### config.mk
export PLATFORM = sky130hd
export DESIGN_NAME = mdlc_csr
export DESIGN_NICKNAME = d
export VERILOG_FILES = /design/src/design/mdlc_pkg.sv /design/src/design/mdlc_csr.sv
export SDC_FILE = /design/constraint.sdc
export NUM_CORES = 1
export LEC_CHECK = 0
export BUFFER_PORTS_ARGS = -buffer_cell sky130_fd_sc_hd__buf_2
export CAP_MARGIN = 20
export CORE_MARGIN = 8
export CORE_UTILIZATION = 32
export CTS_CLUSTER_DIAMETER = 50
export DETAILED_ROUTE_END_ITERATION = 8
export PLACE_DENSITY = 0.83
export SYNTH_ARGS = -nofsm -noshare
export SYNTH_HDL_FRONTEND = slang
export SYNTH_SLANG_ARGS = --single-unit
### constraint.sdc
create_clock -name clock -period 0.8 [get_ports clock]
set_input_delay 0.04 -clock clock [delete_from_list [all_inputs] [get_ports clock]]
set_output_delay 0.04 -clock clock [all_outputs]
set_load 0.005 [all_outputs]
### src/design/mdlc_pkg.sv
// Shared types and constants for the modulated delay line with cubic interpolation.
`default_nettype none

package mdlc_pkg;

   localparam int DELAY_BITS     = 32;
   localparam int LIMIT_BITS     = 16;
   localparam int CSR_ADDR_BITS  = 3;
   localparam int CSR_DATA_BITS  = 32;
   localparam int REG_INDEX_BITS = 1;

   localparam logic [REG_INDEX_BITS-1:0] REG_MAX_DELAY   = 1'b0;
   localparam logic [LIMIT_BITS-1:0]     MAX_DELAY_RESET = 16'd65532;

   typedef struct packed {
      logic                     psel;
      logic                     penable;
      logic                     pwrite;
      logic [CSR_ADDR_BITS-1:0] paddr;
      logic [CSR_DATA_BITS-1:0] pwdata;
   } mdlc_apb_req_type;

endpackage

`default_nettype wire

### src/design/mdlc_csr.sv
// Configuration register block holding the delay limit.
`default_nettype none

module mdlc_csr
   import mdlc_pkg::*;
(
   input  wire logic                     clock,
   input  wire logic                     reset,
   input  wire mdlc_apb_req_type         apb_req,
   output logic      [CSR_DATA_BITS-1:0] prdata,
   output logic      [LIMIT_BITS-1:0]    max_delay
);

   logic [LIMIT_BITS-1:0]     max_delay_ff;
   logic [LIMIT_BITS-1:0]     max_delay_in;
   logic [REG_INDEX_BITS-1:0] reg_index;
   logic                      wr_strobe;

   assign reg_index = apb_req.paddr[CSR_ADDR_BITS-1 -: REG_INDEX_BITS];
   assign wr_strobe = apb_req.psel && apb_req.penable && apb_req.pwrite;

   always_comb begin
      max_delay_in = max_delay_ff;
      if (wr_strobe && reg_index == REG_MAX_DELAY) begin
         max_delay_in = apb_req.pwdata[LIMIT_BITS-1:0];
      end
   end

   always_ff @(posedge clock) begin
      if (reset) begin
         max_delay_ff <= MAX_DELAY_RESET;
      end else begin
         max_delay_ff <= max_delay_in;
      end
   end

   always_comb begin
      case (reg_index)
         REG_MAX_DELAY: prdata = CSR_DATA_BITS'(max_delay_ff);
         default:       prdata = '0;
      endcase
   end

   assign max_delay = max_delay_ff;

endmodule

`default_nettype wire

Word-level counts from Yosys, hierarchy flattened
Cells that the tools add are included.
Storage, ports and cells
  register bits after elaboration: 16
  logic and storage cells: 6
  output and inout bits: 48
  input port bits: 40
Operators by class
  muxes and demuxes: 1
  reductions and logical operators: 3
  bitwise gates (word level): 1
Operators by type and width (count)
  16-bit 2-to-1 mux: 1
  1-bit logical AND: 3
  1-bit inverter: 1

Logic depth before layout (Yosys ltp)
  depth in word-level cells: 3
  mapped depth: 4
  mapped depth without buffers: 2

Least setup slack after synthesis
Ideal clock, no wire load.
  path type: input to register
  from: input apb_req[34] in the netlist's numbering
  to: register max_delay_ff[4], in the netlist max_delay[4]
  path buffers: 2
  cell stages on the path: 4
  data required time: 0.728 ns
  data arrival time: 0.709 ns
  setup time: 0.072 ns
  slack: 0.020 ns
  cell sequence: and4b_1 buf_6 buf_12 mux2i_1
Between the ends
  word-level cells in the longest chain between the ends: 2
RTL lines
  from (decl): RTL line mdlc_csr.sv:9  | input wire mdlc_apb_req_type apb_req,
  1-bit inverter
  1-bit logical AND: RTL line mdlc_csr.sv:24  | if (wr_strobe && reg_index == REG_MAX_DELAY) begin
  to (signal assigned): RTL line mdlc_csr.sv:33  | max_delay_ff <= max_delay_in;
  to (decl): RTL line mdlc_csr.sv:14  | logic [LIMIT_BITS-1:0] max_delay_ff;
No other way between the ends.
A chain may end at the register's enable or synchronous reset.

Worst setup path after layout
  from: register max_delay_ff[3], in the netlist max_delay[3]
  to: output prdata[3]
Between the ends
  word-level cells in the longest chain between the ends: 1
RTL lines
  16-bit 2-to-1 mux: RTL line mdlc_csr.sv:38  | case (reg_index)
  to (decl): RTL line mdlc_csr.sv:10  | output logic [CSR_DATA_BITS-1:0] prdata,
No other way between the ends.

==> results <==
- The fraction of synthesized cell area taken by the top area cell type is 0.354.
- The largest clock skew in the final design is 0 ns.
- After clock tree synthesis, the clock-pin slew on the worst setup and hold paths is 0.09 ns.
- 88 I/O pins were placed.
- The floorplan step defined a die boundary enclosing 4790 um^2.
- A synthesized cell averages 8.71 um^2.
- The maximum root-to-sink buffer count is 2.
- The first-pass GRT wire length is 3880 um.
- The worst hold path passes through 3 cells.
- The number of antenna repair diodes is 0.
- The final total power is 1.71 mW.
- Entering global routing, the biggest net connects 17 pins.
- In the layout the commonest cells are 40 x buf_2, 25 x nor2_1, 23 x buf_6.
- After synthesis, the netlist uses 12 different library cells.
- Setup repair after global routing could not meet its margin everywhere.
- The fraction of power consumed by combinational cells is 0.206.
- The total via count in the routed design is 856.
- The number of I/O port buffers is 53.
- The final number of hold-violating endpoints is 0.
- The arrival time at the worst endpoint is 0.93 ns.
- The worst path required time is 0.76 ns.
- The critical path is of the flip-flop to output pin type.
- The chip width is 69.2 um.
- The slack of the worst reg-to-reg path is 0 ns.
- The maximum resistive drop on vdd is 713 uV.
- The total overflow reported by the global router is 0.
- The most common cell after layout, fill and taps aside is buf_2.
- For this run, the slowest stage of the critical path takes 0.34 ns.
- The depth of the CTS H-tree is 1.
- The cell area that synthesis handed to floorplanning was 906 um^2.
- The number of slew-limit violations in the final report came to 0.
- The number of global-route vias before repair is 859.
- The overall fraction of global-route tracks in use is 0.0961.
- The clock period minus final worst setup slack is 0.968 ns.
- After technology mapping, the gate count stands at 104.
- The number of synthesis warnings is 0.
- The later-pin clock latency in the skew report is 0.28 ns.
- The fraction of final layout cells with drive strength greater than 1 is 0.586.
- The final clock period utilization by the worst path is 1.21.
- The number of cells on the worst reg-to-reg path is 4.
- The cell with the largest stage delay on the worst path is dfxtp_2.
- The die is 69.2 um tall.
- The net load switching power is 0.419 mW.
- Routability-driven placement finished with a final weighted congestion of 0.685.
- The min-delay analysis places its worst path in the category primary input to flip-flop.
- In this run the core area contains 19 standard-cell rows.
- In this run the worst path has a maximum fanout of 2.
- Ranked by total cell area, the synthesized netlist is headed by dfxtp_1 35%, mux2i_1 18%, buf_4 13%.
- The register with the most flip-flops in the layout has 16 of them.
- In this run the most critical hold path is launched from apb_req[1].
- The clock tree root driver cell is clkbuf_4.
- The total CTS buffers is 3.
- The synthesized flop and latch total is 16.
- The vias per cell is 4.18.
- The starting density of the core is 0.331.
- Of the total power, the share spent switching nets is 0.244.
- The tightest hold path in the finished design has a slack of 0.00198 ns.
- The endpoint kind of the worst setup timing path is an output pin.
- TritonCTS built the clock tree.
- The final net count is 215.
- The startpoint class of the critical path is a flip-flop.
- The core outline area is 2730 um^2.
- The share of total power dissipated in the clock network is 0.310.
- The detailed-routing iteration count for the pre-antenna-repair pass is 3.
- Summed over all nets, the half-perimeter wirelength after detailed placement is 1830 um.
- The initial antenna violation count is 0.
- The maximum frequency from static timing analysis is 1.03 GHz.
- For this design the static power due to leakage is 0.693 nW.
- The initial DRC count is 31.
- The worst register-to-register path begins at max_delay[2].
- The total setup violations reported at the end of the flow is 23.
- Summed over all instances, the cell type with the most area after synthesis is dfxtp_1.
- The worst register-to-register path ends at max_delay[2].
- Fill cells in the final layout number 259.
- Max-cap violations in this run came to 0.
- Compared with the post-synthesis result, the final layout area differs by 61.7%.
- Once routing completed, OpenROAD measured the worst setup slack at -0.168 ns.
- Tracing the worst setup path back leads to its startpoint at max_delay[3].
- Dividing total power by cell area gives a power density of 1170 nW/um^2.
- The proportion of synthesized chip area in sequential cells is 0.354.
- The internal power of the cells totals 1.30 mW.
- Dividing the detail-routed wire length by the instance count gives 12.5 um.
- The detailed-route wire length is 2550 um.
- The final reports fail on setup timing.
- CTS saw 16 sinks.
- Of the total power, registers draw 0.484.
- The worst hold path endpoint is max_delay[1].
- The critical path goes through and2b_2, buf_6.
- The final antenna-violating net count is 0.
- After detailed routing, the number of remaining DRC violations is 0.
- The run finished, with violations left.
## Yosys cell counts (all sizes together)
cell     n
conb     1
buf     18
and4b    1
clkbuf   4
and2b    6
dfxtp   16
nor2    28
mux2i   16
nand2b   4
nor2b   10
## worst max-delay path: cells and delay by family, from the launching register on
kind | cells | cell delay, ns
DFF | 1 | 0.34
and+or+nand+nor | 1 | 0.20
buffers and inverters | 1 | 0.11
## logic make-up after synthesis
group / after synthesis / synth area share
buffers and inverters: 22 / 0.184
flip-flops: 16 / 0.354
multiplexers: 16 / 0.177
other: 1 / 0.00414
AND/OR/NAND/NOR: 49 / 0.282
## per-stage QoR
stage | util | worst slack [ns] | std cells | TNS (ns) | cell area [um^2]
after floorplan | - | 0.0197 | 119 | 0 | 962
after global placement | 0.421 | -0.0535 | 186 | -0.731 | 1150
after detailed placement | 0.421 | -0.107 | 186 | -1.14 | 1150
after CTS | 0.481 | -0.155 | 198 | -2.61 | 1320
after global routing | 0.536 | -0.230 | 205 | -4.09 | 1470
final | 0.536 | -0.168 | 205 | -2.55 | 1470
## final cells by class
cell class | instances | area, um^2 | share of cell area
clock buffer | 4 | 36.3 | 0.0248
timing repair buffer | 73 | 552 | 0.377
multi-input combinational | 81 | 498 | 0.340
sequential | 16 | 340 | 0.232
tap | 31 | 38.8 | 0.0265
## what timing repair did
action / 4_1_cts / 5_1_grt
buffers inserted: 7 / 6
setup endpoints to repair: 28 / 32
endpoints found under the hold margin: 1 / 1
gates cloned: 0 / 0
hold buffers: 1 / 1
resized for setup: 24 / 21
pin swaps: 0 / 3
## metal layers
metal  global-route usage  wire [um]
met5                    0          0
met4               0.0615         50
met3               0.0415        184
met2                0.161       1260
met1               0.0952       1060
## power by group through the flow
stage / Combinational, mW / Clock, mW / Sequential (mW)
floorplan: 0.196 / 0 / 0.845
global placement: 0.278 / 0 / 0.843
finish: 0.354 / 0.531 / 0.829
detailed placement: 0.282 / 0 / 0.844
global route: 0.394 / 0.605 / 0.833
CTS: 0.311 / 0.544 / 0.826
## worst max path at each step
stage,end,slack (ns),cells after the start
after floorplan,max_delay[4],0.02,4
after global placement,max_delay[9],-0.05,4
after detailed placement,max_delay[7],-0.11,4
after CTS,prdata[1],-0.16,2
after global routing,prdata[8],-0.23,2
final,prdata[3],-0.17,2
Note: power is estimated with default switching activity, not from simulation.
